### src/rtl/dplst_pkg.sv
`default_nettype none
package dplst_pkg;

  // phase codes
  localparam logic [3:0] PH_BEGIN    = 4'd0;
  localparam logic [3:0] PH_IDLER    = 4'd1;
  localparam logic [3:0] PH_SELECTOR = 4'd2;
  localparam logic [3:0] PH_PULLEY   = 4'd3;
  localparam logic [3:0] PH_EXEC     = 4'd4;
  localparam logic [3:0] PH_DISPLAY  = 4'd5;
  localparam logic [3:0] PH_CLEANUP  = 4'd6;
  localparam logic [3:0] PH_PASSED   = 4'd7;
  localparam logic [3:0] PH_FAILED   = 4'd8;

  // error kinds
  localparam logic [1:0] ERR_RUNNING = 2'd0;
  localparam logic [1:0] ERR_OK      = 2'd1;
  localparam logic [1:0] ERR_PINS    = 2'd2;

  // axes
  localparam logic [1:0] AXIS_IDLER    = 2'd0;
  localparam logic [1:0] AXIS_SELECTOR = 2'd1;
  localparam logic [1:0] AXIS_PULLEY   = 2'd2;

  // mode codes
  localparam logic MODE_RESTART = 1'b0;
  localparam logic MODE_STEP    = 1'b1;

  // configuration register indexes
  localparam logic CFG_HOLD_MS    = 1'b0;
  localparam logic CFG_PASS_COUNT = 1'b1;

  localparam logic [7:0] HOLD_MS_RST    = 8'd50;
  localparam logic [4:0] PASS_COUNT_RST = 5'd3;

  typedef struct packed {
    logic        mode;
    logic [15:0] now_ms;
    logic        rb_step;
    logic        rb_dir;
    logic        rb_enable_n;
  } in_t;

  typedef struct packed {
    logic [3:0] phase;
    logic       finished;
    logic [1:0] error_kind;
    logic [2:0] failed_axes;
    logic [2:0] fault_idler;
    logic [2:0] fault_selector;
    logic [2:0] fault_pulley;
    logic [2:0] last_bit_errors;
    logic [1:0] test_axis;
    logic [2:0] drive_pattern;
    logic       heartbeat;
  } out_t;

endpackage
`default_nettype wire

### src/rtl/dplst_seq.sv
`default_nettype none
module dplst_seq (
  input  wire logic            clk_i,
  input  wire logic            rst_ni,
  input  wire logic            cfg_we_i,
  input  wire logic            cfg_index_i,
  input  wire logic [7:0]      cfg_data_i,
  input  wire logic            in_acc_i,
  input  wire dplst_pkg::in_t  in_data_i,
  output dplst_pkg::out_t      res_o
);

  logic [7:0]  hold_ms_q;
  logic [4:0]  pass_count_q;

  logic [3:0]  phase_q, phase_d;
  logic [3:0]  after_q, after_d;
  logic [1:0]  axis_q, axis_d;
  logic [7:0]  pattern_q, pattern_d;
  logic [2:0]  fault_q [3];
  logic [2:0]  fault_d [3];
  logic [15:0] hold_start_q, hold_start_d;
  logic        heartbeat_q, heartbeat_d;
  logic [1:0]  error_q, error_d;

  logic [2:0]  rb;
  logic [2:0]  errs;
  logic [15:0] elapsed;
  logic        hold_over;
  logic        exec_now;
  logic [7:0]  limit;
  logic [1:0]  ax_idx;
  logic [2:0]  any_fault;

  always_ff @(posedge clk_i or negedge rst_ni) begin
    if (!rst_ni) begin
      hold_ms_q    <= dplst_pkg::HOLD_MS_RST;
      pass_count_q <= dplst_pkg::PASS_COUNT_RST;
    end else if (cfg_we_i) begin
      if (cfg_index_i == dplst_pkg::CFG_HOLD_MS) begin
        hold_ms_q <= cfg_data_i;
      end else begin
        pass_count_q <= cfg_data_i[4:0];
      end
    end
  end

  assign rb        = {~in_data_i.rb_enable_n, in_data_i.rb_dir, in_data_i.rb_step};
  assign elapsed   = in_data_i.now_ms - hold_start_q;
  assign hold_over = elapsed > {8'd0, hold_ms_q};
  assign limit     = {pass_count_q, 3'b000};
  // axis code three never occurs; it maps onto the idler like a mod 3
  assign ax_idx    = (axis_q == 2'd3) ? dplst_pkg::AXIS_IDLER : axis_q;
  assign exec_now  = (phase_q == dplst_pkg::PH_EXEC) ||
                     ((phase_q == dplst_pkg::PH_DISPLAY) && hold_over);

  always_comb begin
    phase_d      = phase_q;
    after_d      = after_q;
    axis_d       = axis_q;
    pattern_d    = pattern_q;
    fault_d      = fault_q;
    hold_start_d = hold_start_q;
    heartbeat_d  = heartbeat_q;
    error_d      = error_q;
    errs         = 3'd0;
    if (in_acc_i) begin
      if (in_data_i.mode == dplst_pkg::MODE_RESTART) begin
        phase_d    = dplst_pkg::PH_BEGIN;
        error_d    = dplst_pkg::ERR_RUNNING;
        axis_d     = dplst_pkg::AXIS_IDLER;
        fault_d[0] = 3'd0;
        fault_d[1] = 3'd0;
        fault_d[2] = 3'd0;
      end else begin
        case (phase_q)
          dplst_pkg::PH_BEGIN: begin
            pattern_d = 8'd0;
            phase_d   = dplst_pkg::PH_IDLER;
          end
          dplst_pkg::PH_IDLER: begin
            axis_d  = dplst_pkg::AXIS_IDLER;
            phase_d = dplst_pkg::PH_EXEC;
            after_d = dplst_pkg::PH_SELECTOR;
          end
          dplst_pkg::PH_SELECTOR: begin
            axis_d  = dplst_pkg::AXIS_SELECTOR;
            phase_d = dplst_pkg::PH_EXEC;
            after_d = dplst_pkg::PH_PULLEY;
          end
          dplst_pkg::PH_PULLEY: begin
            axis_d  = dplst_pkg::AXIS_PULLEY;
            phase_d = dplst_pkg::PH_EXEC;
            after_d = dplst_pkg::PH_CLEANUP;
          end
          dplst_pkg::PH_CLEANUP: begin
            if ((fault_q[0] | fault_q[1] | fault_q[2]) != 3'd0) begin
              phase_d = dplst_pkg::PH_FAILED;
              error_d = dplst_pkg::ERR_PINS;
            end else begin
              phase_d = dplst_pkg::PH_PASSED;
              error_d = dplst_pkg::ERR_OK;
            end
          end
          default: begin
          end
        endcase
        if (exec_now) begin
          if (pattern_q < limit) begin
            errs                = rb ^ pattern_q[2:0];
            fault_d[ax_idx]     = fault_q[ax_idx] | errs;
            hold_start_d        = in_data_i.now_ms;
            heartbeat_d         = ~heartbeat_q;
            phase_d             = dplst_pkg::PH_DISPLAY;
            pattern_d           = pattern_q + 8'd1;
          end else begin
            pattern_d = 8'd0;
            phase_d   = after_q;
          end
        end
      end
    end
  end

  always_ff @(posedge clk_i or negedge rst_ni) begin
    if (!rst_ni) begin
      phase_q      <= dplst_pkg::PH_BEGIN;
      after_q      <= dplst_pkg::PH_BEGIN;
      axis_q       <= dplst_pkg::AXIS_IDLER;
      pattern_q    <= 8'd0;
      fault_q[0]   <= 3'd0;
      fault_q[1]   <= 3'd0;
      fault_q[2]   <= 3'd0;
      hold_start_q <= 16'd0;
      heartbeat_q  <= 1'b0;
      error_q      <= dplst_pkg::ERR_RUNNING;
    end else begin
      phase_q      <= phase_d;
      after_q      <= after_d;
      axis_q       <= axis_d;
      pattern_q    <= pattern_d;
      fault_q      <= fault_d;
      hold_start_q <= hold_start_d;
      heartbeat_q  <= heartbeat_d;
      error_q      <= error_d;
    end
  end

  assign any_fault = {fault_d[2] != 3'd0, fault_d[1] != 3'd0, fault_d[0] != 3'd0};

  always_comb begin
    res_o                 = '0;
    res_o.phase           = phase_d;
    res_o.finished        = phase_d >= dplst_pkg::PH_PASSED;
    res_o.error_kind      = error_d;
    res_o.failed_axes     = (phase_d >= dplst_pkg::PH_FAILED) ? any_fault : 3'd0;
    res_o.fault_idler     = fault_d[0];
    res_o.fault_selector  = fault_d[1];
    res_o.fault_pulley    = fault_d[2];
    res_o.last_bit_errors = errs;
    res_o.test_axis       = axis_d;
    res_o.drive_pattern   = pattern_d[2:0];
    res_o.heartbeat       = heartbeat_d;
  end

`ifndef ASSERT_OFF
  a_failed_err: assert property (@(posedge clk_i) disable iff (!rst_ni)
    phase_q == dplst_pkg::PH_FAILED |-> error_q == dplst_pkg::ERR_PINS)
    else $error("failed phase without pins error");
  a_passed_clean: assert property (@(posedge clk_i) disable iff (!rst_ni)
    phase_q == dplst_pkg::PH_PASSED |->
      (fault_q[0] == 3'd0 && fault_q[1] == 3'd0 && fault_q[2] == 3'd0))
    else $error("passed with faults recorded");
  a_hb_idle: assert property (@(posedge clk_i) disable iff (!rst_ni)
    !in_acc_i |=> $stable(heartbeat_q))
    else $error("heartbeat moved without a beat");
`endif

endmodule
`default_nettype wire

### src/rtl/dplst_outbuf.sv
`default_nettype none
module dplst_outbuf (
  input  wire logic             clk_i,
  input  wire logic             rst_ni,
  input  wire logic             push_valid_i,
  output logic                  push_ready_o,
  input  wire dplst_pkg::out_t  push_data_i,
  output logic                  out_valid_o,
  input  wire logic             out_ready_i,
  output dplst_pkg::out_t       out_data_o
);

  dplst_pkg::out_t main_q;
  dplst_pkg::out_t skid_q;
  logic            main_valid_q;
  logic            skid_valid_q;
  logic            push;
  logic            pop;

  assign push_ready_o = !skid_valid_q;
  assign push         = push_valid_i && push_ready_o;
  assign pop          = main_valid_q && out_ready_i;

  always_ff @(posedge clk_i or negedge rst_ni) begin
    if (!rst_ni) begin
      main_valid_q <= 1'b0;
      skid_valid_q <= 1'b0;
    end else if (main_valid_q && !pop) begin
      // main beat stalled, park a new one in the skid slot
      if (push) begin
        skid_valid_q <= 1'b1;
      end
    end else if (skid_valid_q) begin
      main_valid_q <= 1'b1;
      skid_valid_q <= 1'b0;
    end else begin
      main_valid_q <= push;
    end
  end

  always_ff @(posedge clk_i) begin
    if (main_valid_q && !pop) begin
      if (push) begin
        skid_q <= push_data_i;
      end
    end else if (skid_valid_q) begin
      main_q <= skid_q;
    end else if (push) begin
      main_q <= push_data_i;
    end
  end

  assign out_valid_o = main_valid_q;
  assign out_data_o  = main_q;

`ifndef ASSERT_OFF
  a_skid_implies_main: assert property (@(posedge clk_i) disable iff (!rst_ni)
    skid_valid_q |-> main_valid_q)
    else $error("skid slot full while main slot empty");
  a_skid_holds: assert property (@(posedge clk_i) disable iff (!rst_ni)
    (skid_valid_q && !out_ready_i) |=> skid_valid_q)
    else $error("skid beat lost while stalled");
  a_skid_moves: assert property (@(posedge clk_i) disable iff (!rst_ni)
    (skid_valid_q && out_ready_i) |=> (main_valid_q && !skid_valid_q))
    else $error("skid beat not moved to main slot");
`endif

endmodule
`default_nettype wire

### src/rtl/driver_pin_loopback_self_test_core.sv
// result: built combinationally from the input beat, then registered in the output buffer
// throughput: one input beat per cycle while the skid slot is empty; the state update is a single
// combinational step from the state registers into the output register
// a two-entry output buffer keeps input open while one result waits
// reset: asynchronous active low; sequencer back to begin, faults cleared,
// hold 50 ms, three passes, output buffer empty
`default_nettype none
module driver_pin_loopback_self_test_core (
  input  wire logic             clk_i,
  input  wire logic             rst_ni,
  input  wire logic             cfg_valid_i,
  output logic                  cfg_ready_o,
  input  wire logic             cfg_index_i,
  input  wire logic [7:0]       cfg_data_i,
  input  wire logic             in_valid_i,
  output logic                  in_ready_o,
  input  wire dplst_pkg::in_t   in_data_i,
  output logic                  out_valid_o,
  input  wire logic             out_ready_i,
  output dplst_pkg::out_t       out_data_o
);

  dplst_pkg::out_t res;
  logic            in_acc;

  assign cfg_ready_o = 1'b1;
  assign in_acc      = in_valid_i && in_ready_o;

  dplst_seq u_seq (
    .clk_i       (clk_i),
    .rst_ni      (rst_ni),
    .cfg_we_i    (cfg_valid_i),
    .cfg_index_i (cfg_index_i),
    .cfg_data_i  (cfg_data_i),
    .in_acc_i    (in_acc),
    .in_data_i   (in_data_i),
    .res_o       (res)
  );

  dplst_outbuf u_outbuf (
    .clk_i        (clk_i),
    .rst_ni       (rst_ni),
    .push_valid_i (in_valid_i),
    .push_ready_o (in_ready_o),
    .push_data_i  (res),
    .out_valid_o  (out_valid_o),
    .out_ready_i  (out_ready_i),
    .out_data_o   (out_data_o)
  );

endmodule
`default_nettype wire

### config.mk
export PLATFORM = sky130hd
export DESIGN_NAME = driver_pin_loopback_self_test_core
export DESIGN_NICKNAME = d
export VERILOG_FILES = /design/src/rtl/dplst_pkg.sv /design/src/rtl/dplst_seq.sv /design/src/rtl/dplst_outbuf.sv /design/src/rtl/driver_pin_loopback_self_test_core.sv
export SDC_FILE = /design/constraint.sdc
export NUM_CORES = 1
export LEC_CHECK = 0
export BUFFER_PORTS_ARGS = -buffer_cell sky130_fd_sc_hd__clkbuf_2
export CAP_MARGIN = 20
export CORE_ASPECT_RATIO = 0.8
export CORE_MARGIN = 2
export CORE_UTILIZATION = 53
export DETAILED_ROUTE_END_ITERATION = 10
export GPL_ROUTABILITY_DRIVEN = 0
export PLACE_DENSITY = 0.76
export SETUP_SLACK_MARGIN = 0.5
export SYNTH_ARGS = -nofsm -noshare
export SYNTH_HDL_FRONTEND = slang
export SYNTH_SLANG_ARGS = --single-unit
### constraint.sdc
create_clock -name clk_i -period 3.6 [get_ports clk_i]
set_clock_uncertainty 0.05 [all_clocks]
set_input_delay 0.36 -clock clk_i [delete_from_list [all_inputs] [get_ports clk_i]]
set_output_delay 0.36 -clock clk_i [all_outputs]
set_load 0.01 [all_outputs]
=== After elaboration in Yosys (flattened, before gate mapping) ===
Index checks and enable logic that the tools add are counted.

* Output and inout bits: 31
* Word-level logic and storage cells: 129
* Input bits: 34
* Bits in registers: 117

* Bitwise gates (word level): 9
* Reduce and logical (&&, ||, !) cells: 24
* Add/subtract/negate cells: 2
* Eq/ne operators: 8
* Muxes and demuxes: 43
* Order comparisons: 6

{| class="wikitable"
|+ Operators by type and width
! kind !! number
|-
| $mux 28 || 2
|-
| $mux 9 || 4
|-
| $mux 3 || 9
|-
| $mux 8 || 3
|-
| $pmux 4 s3 || 2
|-
| $mux 4 || 5
|-
| $gt 16x8->1 || 1
|-
| $sub 16x16->16 || 1
|-
| $reduce_bool 3->1 || 5
|-
| $mux 2 || 7
|-
| $eq 4x3->1 const B || 3
|-
| $bwmux 9 || 1
|-
| $or 3x3->3 || 3
|-
| $add 8x1->8 const B || 1
|-
| $eq 4x2->1 const B || 2
|-
| $lt 8x8->1 || 1
|-
| $reduce_and 2->1 || 4
|-
| $mux 1 || 7
|-
| $bmux 3 s2 || 1
|-
| $demux 3 s2 || 1
|-
| $pmux 2 s3 || 1
|-
| $reduce_and 3->1 || 2
|-
| $logic_and 1x1->1 || 5
|-
| $eq 4x1->1 const B || 1
|-
| other kinds (15) || 20
|}

=== Longest topological paths before layout ===
Gate-level depths: netlist of the first run.

* Depth in word-level cells: 16
* Gate-level depth with buffers: 20
* Mapped depth without buffers: 18

=== Hierarchy ===
A second synthesis of the first run with hierarchy kept.

* Cells, all modules: 556
* Area, all modules: 6291.0 µm²

{| class="wikitable"
|+ By module, submodules not included
! module !! area an instance (µm²) !! cells each !! instances
|-
| dplst_seq || 4157.7 || 457 || 1
|-
| dplst_outbuf || 2115.8 || 96 || 1
|-
| driver_pin_loopback_self_test_core || 17.5 || 3 || 1
|}

=== Worst setup path before layout of the first run ===
OpenSTA, ideal clock, no wires.

* Path type: input -> register
* From: input in_data_i[3] (netlist bit)
* To: register u_outbuf.main_q (netlist bit u_outbuf.out_data_o[12]) (data pin)
* Stages: 18
* Data required time: 3.290 ns
* Path slack: -0.221 ns
* Library setup time: 0.260 ns
* Arrival time: 3.511 ns
* Buffers on the path: 1
* Cells stage by stage: inv_1 -> ha_1 -> fa_1 -> nand2b_1 -> a21o_1 -> nand2_1 -> xnor2_1 -> ha_1 -> nand4_1 -> a21oi_1 -> o22ai_1 -> o31ai_1 -> a2111oi_4 -> nand4_4 -> buf_6 -> and3_1 -> a22o_1 -> mux2_2

{| class="wikitable"
|+ RTL lines
! item !! line !! source
|-
| from (decl) || driver_pin_loopback_self_test_core.sv:17 || <nowiki>input wire dplst_pkg::in_t in_data_i,</nowiki>
|-
| to (signal assigned) || dplst_outbuf.sv:47 || <nowiki>main_q <= skid_q;</nowiki>
|-
| to (signal assigned) || dplst_outbuf.sv:49 || <nowiki>main_q <= push_data_i;</nowiki>
|-
| to (decl) || dplst_outbuf.sv:13 || <nowiki>dplst_pkg::out_t main_q;</nowiki>
|}

==> results of run 1 <==
==> cell usage in the layout (no fill, tap or decap), types with 10 or more instances in the layout <==
cell type	netlist	layout
nand2_1	40	38
a21oi_1	26	25
dfrtp_1	55	55
edfxtp_1	56	56
clkbuf_2	0	63
mux2_4	1	11
o21ai_1	8	10
ha_1	31	29
mux2_1	11	11
o21ai_0	30	27
nor2_1	24	23
clkbuf_16	0	18
inv_1	40	39
mux2_2	32	22
buf_4	2	60
==> flip-flops by register name (all words and copies together), names as in the netlist, 2 cells and up <==
register / flops
u_seq.phase_q: 4
u_seq.fault_q: 9
u_seq.axis_q: 2
u_seq.hold_start_q: 16
u_seq.error_q: 2
u_seq.pattern_q: 8
u_seq.after_q: 3
u_outbuf.out_data_o: 28
u_seq.pass_count_q: 5
u_seq.hold_ms_q: 8
u_outbuf.skid_q: 28
==> power by group <==
group          leakage, nW  internal [mW]  switching (mW)
combinational         1.97           1.12            1.26
clock                0.258          0.936           0.585
sequential            1.31           1.65           0.142
total                 3.54           3.70            1.98
==> stage by stage <==
step	instances	power [mW]	area, um^2	TNS (ps)	util (%)
3_5_place_dp	772	3.87	7050	-19280	61.7
4_1_cts	819	5.58	7800	-15790	68.2
2_1_floorplan	533	3.22	6270	-661	-
6_report	828	5.68	7970	-18970	69.7
5_1_grt	828	6.00	7970	-28090	69.7
3_3_place_gp	772	3.78	7050	-10740	61.7
==> worst paths after layout <==
path,from,slack (ps),endpoint
worst max-delay path,u_seq.hold_start_q[0],-410,u_outbuf.out_data_o[18]
worst min-delay path,cfg_data_i[7],110,u_seq.hold_ms_q[7]
worst max register to register,u_seq.hold_start_q[0],-410,u_outbuf.out_data_o[18]
worst min register to register,u_seq.hold_start_q[5],440,u_seq.hold_start_q[5]
max in group asynchronous,rst_ni,2110,u_seq.hold_ms_q[4]
min in group asynchronous,rst_ni,430,u_seq.hold_start_q[8]
==> per-layer routing <==
| metal | global-route usage [%] | up-vias | wire length [um] |
|---|---|---|---|
| met5 | 0 | - | 0 |
| met4 | 7.69 | 0 | 231 |
| met3 | 6.32 | 28 | 801 |
| met2 | 36.2 | 176 | 6920 |
| met1 | 32.6 | 2373 | 6900 |
| li1 | - | 2230 | - |
==> worst max-delay path: cells and delay by family, from the launching register on <==
| family | cells | cell delay, ps |
|---|---|---|
| AO/OA/AOI/OAI | 8 | 1850 |
| flip-flops | 1 | 410 |
| adder cells (fa/ha/maj) | 2 | 530 |
| AND/OR/NAND/NOR | 3 | 680 |
| buffers and inverters | 2 | 340 |
==> timing repair <==
item | CTS | global route
hold endpoints to repair | 19 | 0
hold buffers | 1 | 0
cloned | 2 | 1
setup buffers | 12 | 8
pin swaps | 19 | 11
setup endpoints to repair | 83 | 83
gates resized for setup | 19 | 14
==> layout make-up <==
type / instances / share of cell area, %
Sequential cell: 116 / 40.0
Multi-Input combinational cell: 358 / 37.8
Timing Repair Buffer: 133 / 11.3
Clock buffer: 21 / 5.53
Tap cell: 148 / 2.32
Inverter: 41 / 1.93
Clock inverter: 11 / 1.10
==> cell families (layout without fill, tap and decap cells) <==
| kind of cell | count (synthesis) | after routing | share of synthesized area (%) |
|---|---|---|---|
| simple gates | 130 | 132 | 10.8 |
| compound gates | 129 | 129 | 15.6 |
| buf+inv | 61 | 206 | 4.11 |
| flops | 116 | 116 | 51.7 |
| mux | 48 | 48 | 8.80 |
| other cells | 1 | 1 | 0.0607 |
| xor+xnor | 16 | 16 | 2.27 |
| fa+ha+maj | 32 | 32 | 6.61 |
==> qor_table.md, run 1 <==
| Result | This run |
|:---|:---|
| Post-route antenna net violation count | 0 |
| Library cell with the largest summed area after synthesis | edfxtp_1 |
| Initial cell density of the core | 54.0% |
| Leakage power summed over all cells | 3.54 nW |
| Part of the Yosys area used for sequential elements | 51.7% |
| Number of levels the H-tree was split into | 4 |
| Die Outline Area | 12500 um^2 |
| Clock tree from TritonCTS | done |
| Synthesized net count | 599 |
| Library cell appearing most often on the critical path | buf_4 |
| Fill cell instance count of the final layout | 781 |
| Global-route usage over all layers | 23.4% |
| Worst Setup Path Type | reg -> reg |
| Post-synth EDFFs | 56 |
| Max-cap violation count | 0 |
| Clock latency reported for the late side of the worst-skew pair | 420 ps |
| Highest attainable clock frequency | 249 MHz |
| Via count of the first global-routing pass | 4695 |
| Synth Register Bits | 116 |
| Dominant cell by count in the synthesized netlist | edfxtp_1 |
| Floorplan Core Area | 11400 um^2 |
| Setup repair after global routing missed its margin | yes |
| Wirelength per Cell | 17.9 um |
| Synthesized area per cell | 11.6 um^2 |
| Violations in the final reports | setup timing |
| Worst path max stage delay | 530 ps |
| Detailed-route DRC error count | 0 |
| Minimum hold slack | 106 ps |
| Most used DFF post-synth | edfxtp_1 |
| Area share of the leading cell type in the synthesized netlist | 27.2% |
| Unique masters post-synth | 76 |
| Cell Area, Synth | 6170 um^2 |
| Maximum clock insertion buffer count | 2 |
| Final-report hold violation count | 0 |
| Number of input and output port buffers inserted | 63 |
| Clock period minus final worst setup slack | 4010 ps |
| Clock transition at the registers of the reported paths | 50 ps |
| Net count reported at finish | 733 |
| Overall routed net length | 14900 um |
| Largest fanout on the critical path | 7 |
| Global route overflow | 0 |
| Hold path cells | 3 |
| Area of the multi-input gates | 3010 um^2 |
| Commonest cells in the synthesized netlist | 56 x edfxtp_1, 55 x dfrtp_1, 40 x inv_1, 40 x nand2_1, 32 x mux2_2 |
| Headroom to the max-slew limit | 44.2% |
| Outcome | finished with violations |
| R2r worst-path depth | 15 |
| Number of top-level pins | 65 |
| Class of the tightest hold or removal check | in -> reg |
| Iteration-0 DRC Markers | 465 |
| Via count | 4807 |
| Top cells by area in the synthesized netlist | edfxtp_1 27%, dfrtp_1 22%, ha_1 6.3% |
| Arrival time of data at the critical path endpoint | 4230 ps |
| Clk sinks | 116 |
| Sequential cell area | 3190 um^2 |
| Largest net degree at the start of global routing | 38 |
| Number of warnings issued by yosys | 0 |
| Number of endpoints failing setup at the final stage | 80 |
| Slowest CP cell | o311ai_2 |
| Antenna diode count | 0 |
| Kind of end point of the critical path | flip-flop |
| Worst-case vdd ir drop | 0.384 mV |
| Category of the worst setup path launch point | flip-flop |
| Required time reported for the critical path endpoint | 3820 ps |
| DR pass1 iterations | 5 |
| Pin slew with the least headroom to its limit | 817 ps |
| Syn Inst Count | 533 |
| Critical path cell sequence | ha_4, fa_2, nand2b_4, a21o_1, buf_4, a211o_1, a21oi_2, a21oi_1, o311ai_2, nand4_4, and2_4, a311oi_2, buf_4, a221oi_4, o21ai_1 |
| Period utilisation layout | 112% |
| Die outline height | 101 um |
| Total clock buffers created by CTS | 17 |
| Vias per Instance | 5.81 |
| Number of core rows | 35 |
| Initial antenna violation count | 0 |
| Count of pins over their slew limit | 0 |
| Floorplan die width | 125 um |
| Area growth from synthesis to final layout | 29.1% |
| Power per cell area | 713 nW/um^2 |
| Post-layout worst setup margin | -415 ps |
| First-pass GRT wire length | 23200 um |
| Buffer cell driving the clock tree root | clkbuf_16 |
| Ys async rst share | 51.7% |
| Detailed placer's ending HPWL | 9530 um |
| DP Worst Slack | -432 ps |
| Share of final-layout standard cells stronger than drive strength 1 | 37.5% |
No activity file was read; power rests on OpenSTA's default activity.
==> run 2, diff against run 1 <==
--- a/config.mk
+++ b/config.mk
@@ -13,7 +13,7 @@
 export DETAILED_ROUTE_END_ITERATION = 10
 export GPL_ROUTABILITY_DRIVEN = 0
 export PLACE_DENSITY = 0.76
-export SETUP_SLACK_MARGIN = 0.5
+export SETUP_SLACK_MARGIN = 0.05
 export SYNTH_ARGS = -nofsm -noshare
 export SYNTH_HDL_FRONTEND = slang
 export SYNTH_SLANG_ARGS = --single-unit
==> run 2 against run 1 <==
Net effect:
- the flow still finishes with violations (setup timing)
- sequential share of layout area decreased by 0.39 points
- flip-flop and latch count unchanged
- clock-buffer cell count decreased by 4
==> qor_table.md, run 2 (same netlist as run 1, synthesis figures left out) <==
| Result | This run | Delta |
|:---|:---|:---|
| Final-report hold violation count | 0 | unchanged |
| Detailed placer's ending HPWL | 9780 um | was 9530 um |
| Non-Filler Cell Area, Final | 8050 um^2 | was 7970 um^2 |
| Maximum clock insertion buffer count | 2 | unchanged |
| Most frequent cells in the layout | 63 x clkbuf_2, 59 x buf_4, 56 x edfxtp_1 | was 63 x clkbuf_2, 60 x buf_4, 56 x edfxtp_1 |
| Iteration-0 DRC Markers | 444 | was 465 |
| Vias per Instance | 5.85 | was 5.81 |
| Hold-fix buffers at CTS | 0 | was 1 |
| Share of power burned in combinational logic | 38.5% | was 41.8% |
| Class of the tightest hold or removal check | in -> async | was in -> reg |
| Total clock buffers created by CTS | 17 | unchanged |
| Clock latency reported for the late side of the worst-skew pair | 410 ps | was 420 ps |
| Violations in the final reports | setup timing | unchanged |
| Required time reported for the critical path endpoint | 3710 ps | was 3820 ps |
| Headroom to the max-slew limit | 38.7% | was 44.2% |
| Setup repair after global routing missed its margin | yes | unchanged |
| Via count of the first global-routing pass | 4828 | was 4695 |
| NetSw | 2.02 mW | was 1.98 mW |
| Kind of end point of the critical path | flip-flop | unchanged |
| Proportion of total power due to net switching | 33.5% | was 34.9% |
| Wirelength per Cell | 19.0 um | was 17.9 um |
| Clk sinks | 116 | unchanged |
| Internal power of the cells | 4.01 mW | was 3.70 mW |
| Net count reported at finish | 727 | was 733 |
| Floorplan Core Area | 11400 um^2 | unchanged |
| Origin of the critical flop-to-flop path | u_seq.hold_start_q[0] | unchanged |
| Largest net degree at the start of global routing | 36 | was 38 |
| DR pass1 iterations | 6 | was 5 |
| Share of the core filled with cells | 70.4% | was 69.7% |
| Number of levels the H-tree was split into | 4 | unchanged |
| Leakage power summed over all cells | 3.56 nW | was 3.54 nW |
| R2r worst-path depth | 18 | was 15 |
| Number of core rows | 35 | unchanged |
| Worst setup path startpoint | u_seq.hold_start_q[0] | unchanged |
| Via count | 4810 | was 4807 |
| Initial antenna violation count | 0 | unchanged |
| DP Worst Slack | -491 ps | was -432 ps |
| Die Outline Area | 12500 um^2 | unchanged |
| Worst-case vdd ir drop | 0.404 mV | was 0.384 mV |
| First-pass GRT wire length | 24600 um | was 23200 um |
| Post-route antenna net violation count | 0 | unchanged |
| Portion of total power attributed to sequential cells | 29.8% | was 31.5% |
| Arrival time of data at the critical path endpoint | 4100 ps | was 4230 ps |
| Overall routed net length | 15600 um | was 14900 um |
| Clock period minus final worst setup slack | 3990 ps | was 4010 ps |
| Initial cell density of the core | 54.0% | unchanged |
| Outcome | finished with violations | unchanged |
| Clock tree from TritonCTS | done | unchanged |
| Detailed-route DRC error count | 0 | unchanged |
| Highest attainable clock frequency | 251 MHz | was 249 MHz |
| Accumulated negative setup slack | -18970 ps | about the same |
| Floorplan die width | 125 um | unchanged |
| Sum of internal, switching and leakage power | 6.03 mW | was 5.68 mW |
| Count of pins over their slew limit | 0 | unchanged |
| Buffer cell driving the clock tree root | clkbuf_16 | unchanged |
| Leading cell type in the layout, fill and taps excluded | clkbuf_2 | unchanged |
| Number of endpoints failing setup at the final stage | 82 | was 80 |
| Worst Setup Path Type | reg -> reg | unchanged |
| Area growth from synthesis to final layout | 30.4% | was 29.1% |
| Power per cell area | 750 nW/um^2 | was 713 nW/um^2 |
| Number of cells in the design after placement | 773 | was 772 |
| Period utilisation layout | 111% | was 112% |
| Placed Instance Area | 7050 um^2 | about the same |
| Die outline height | 101 um | unchanged |
| Post-layout worst setup margin | -387 ps | was -415 ps |
| Category of the worst setup path launch point | flip-flop | unchanged |
| Largest fanout on the critical path | 4 | was 7 |
| Pin slew with the least headroom to its limit | 897 ps | was 817 ps |
| Global-route usage over all layers | 25.0% | was 23.4% |
| Clock share of power | 31.7% | was 26.8% |
| Number of top-level pins | 65 | unchanged |
| Final cell count without fillers | 822 | was 828 |
| Minimum hold slack | 26.6 ps | was 106 ps |
| Clock transition at the registers of the reported paths | 60 ps | was 50 ps |
| Global route overflow | 0 | unchanged |
| Max-cap violation count | 0 | unchanged |
| Share of final-layout standard cells stronger than drive strength 1 | 38.1% | was 37.5% |
| Antenna diode count | 0 | unchanged |
| Number of input and output port buffers inserted | 63 | unchanged |
-- run 2: final cells by class --
type                            instances  area, um^2
Clock buffer                           17         425
Clock inverter                         15         235
Fill cell                             757        3380
Inverter                               41         154
Multi-Input combinational cell        357        3010
Sequential cell                       116        3190
Tap cell                              148         185
Timing Repair Buffer                  128         848
-- run 2: timing repair --
| item | CTS | global route |
|---|---|---|
| pin swaps | 16 | 8 |
| gates cloned | 1 | 1 |
| endpoints found under the setup margin | 82 | 83 |
| gates resized for setup | 17 | 17 |
| buffers inserted | 8 | 7 |
-- run 2: path summary, 6_finish.rpt --
check	to	slack [ps]
min reg2reg	u_seq.hold_start_q[11]	440
min in group clk_i	u_seq.hold_ms_q[6]	110
max	u_outbuf.out_data_o[23]	-390
max reg2reg	u_outbuf.out_data_o[23]	-390
max in group asynchronous	u_seq.pass_count_q[1]	2690
min	u_seq.hold_start_q[8]	30
-- run 2: worst max-delay path, cell delays in order, from the launching register on --
cell and delay (ps):
dfrtp_1 410, ha_4 180, fa_2 360, nand2b_4 150
a21o_1 180, nand2_2 110, xnor2_2 120, ha_1 260
nand4_1 160, a21oi_2 60, o22ai_2 200, o31ai_2 120
a2111oi_4 280, buf_4 190, nand4_4 150, o2111ai_4 160
nand3b_4 100, a31o_1 240, mux2_4 260
-- run 2: layer usage --
| metal | vias to the layer above | wire length [um] | global-route usage (%) |
|---|---|---|---|
| met5 | - | 0 | 0 |
| met4 | 0 | 491 | 10.3 |
| met3 | 51 | 965 | 6.16 |
| met2 | 209 | 7260 | 39.3 |
| met1 | 2329 | 6880 | 33.6 |
| li1 | 2221 | - | - |
-- run 2: power groups by stage --
stage | combinational, mW | clock (mW) | sequential [mW]
detailed placement | 2.08 | 0 | 1.80
floorplan | 1.44 | 0 | 1.78
CTS | 2.22 | 1.93 | 1.79
global placement | 2.00 | 0 | 1.79
finish | 2.32 | 1.91 | 1.80
global route | 2.54 | 2.00 | 1.82
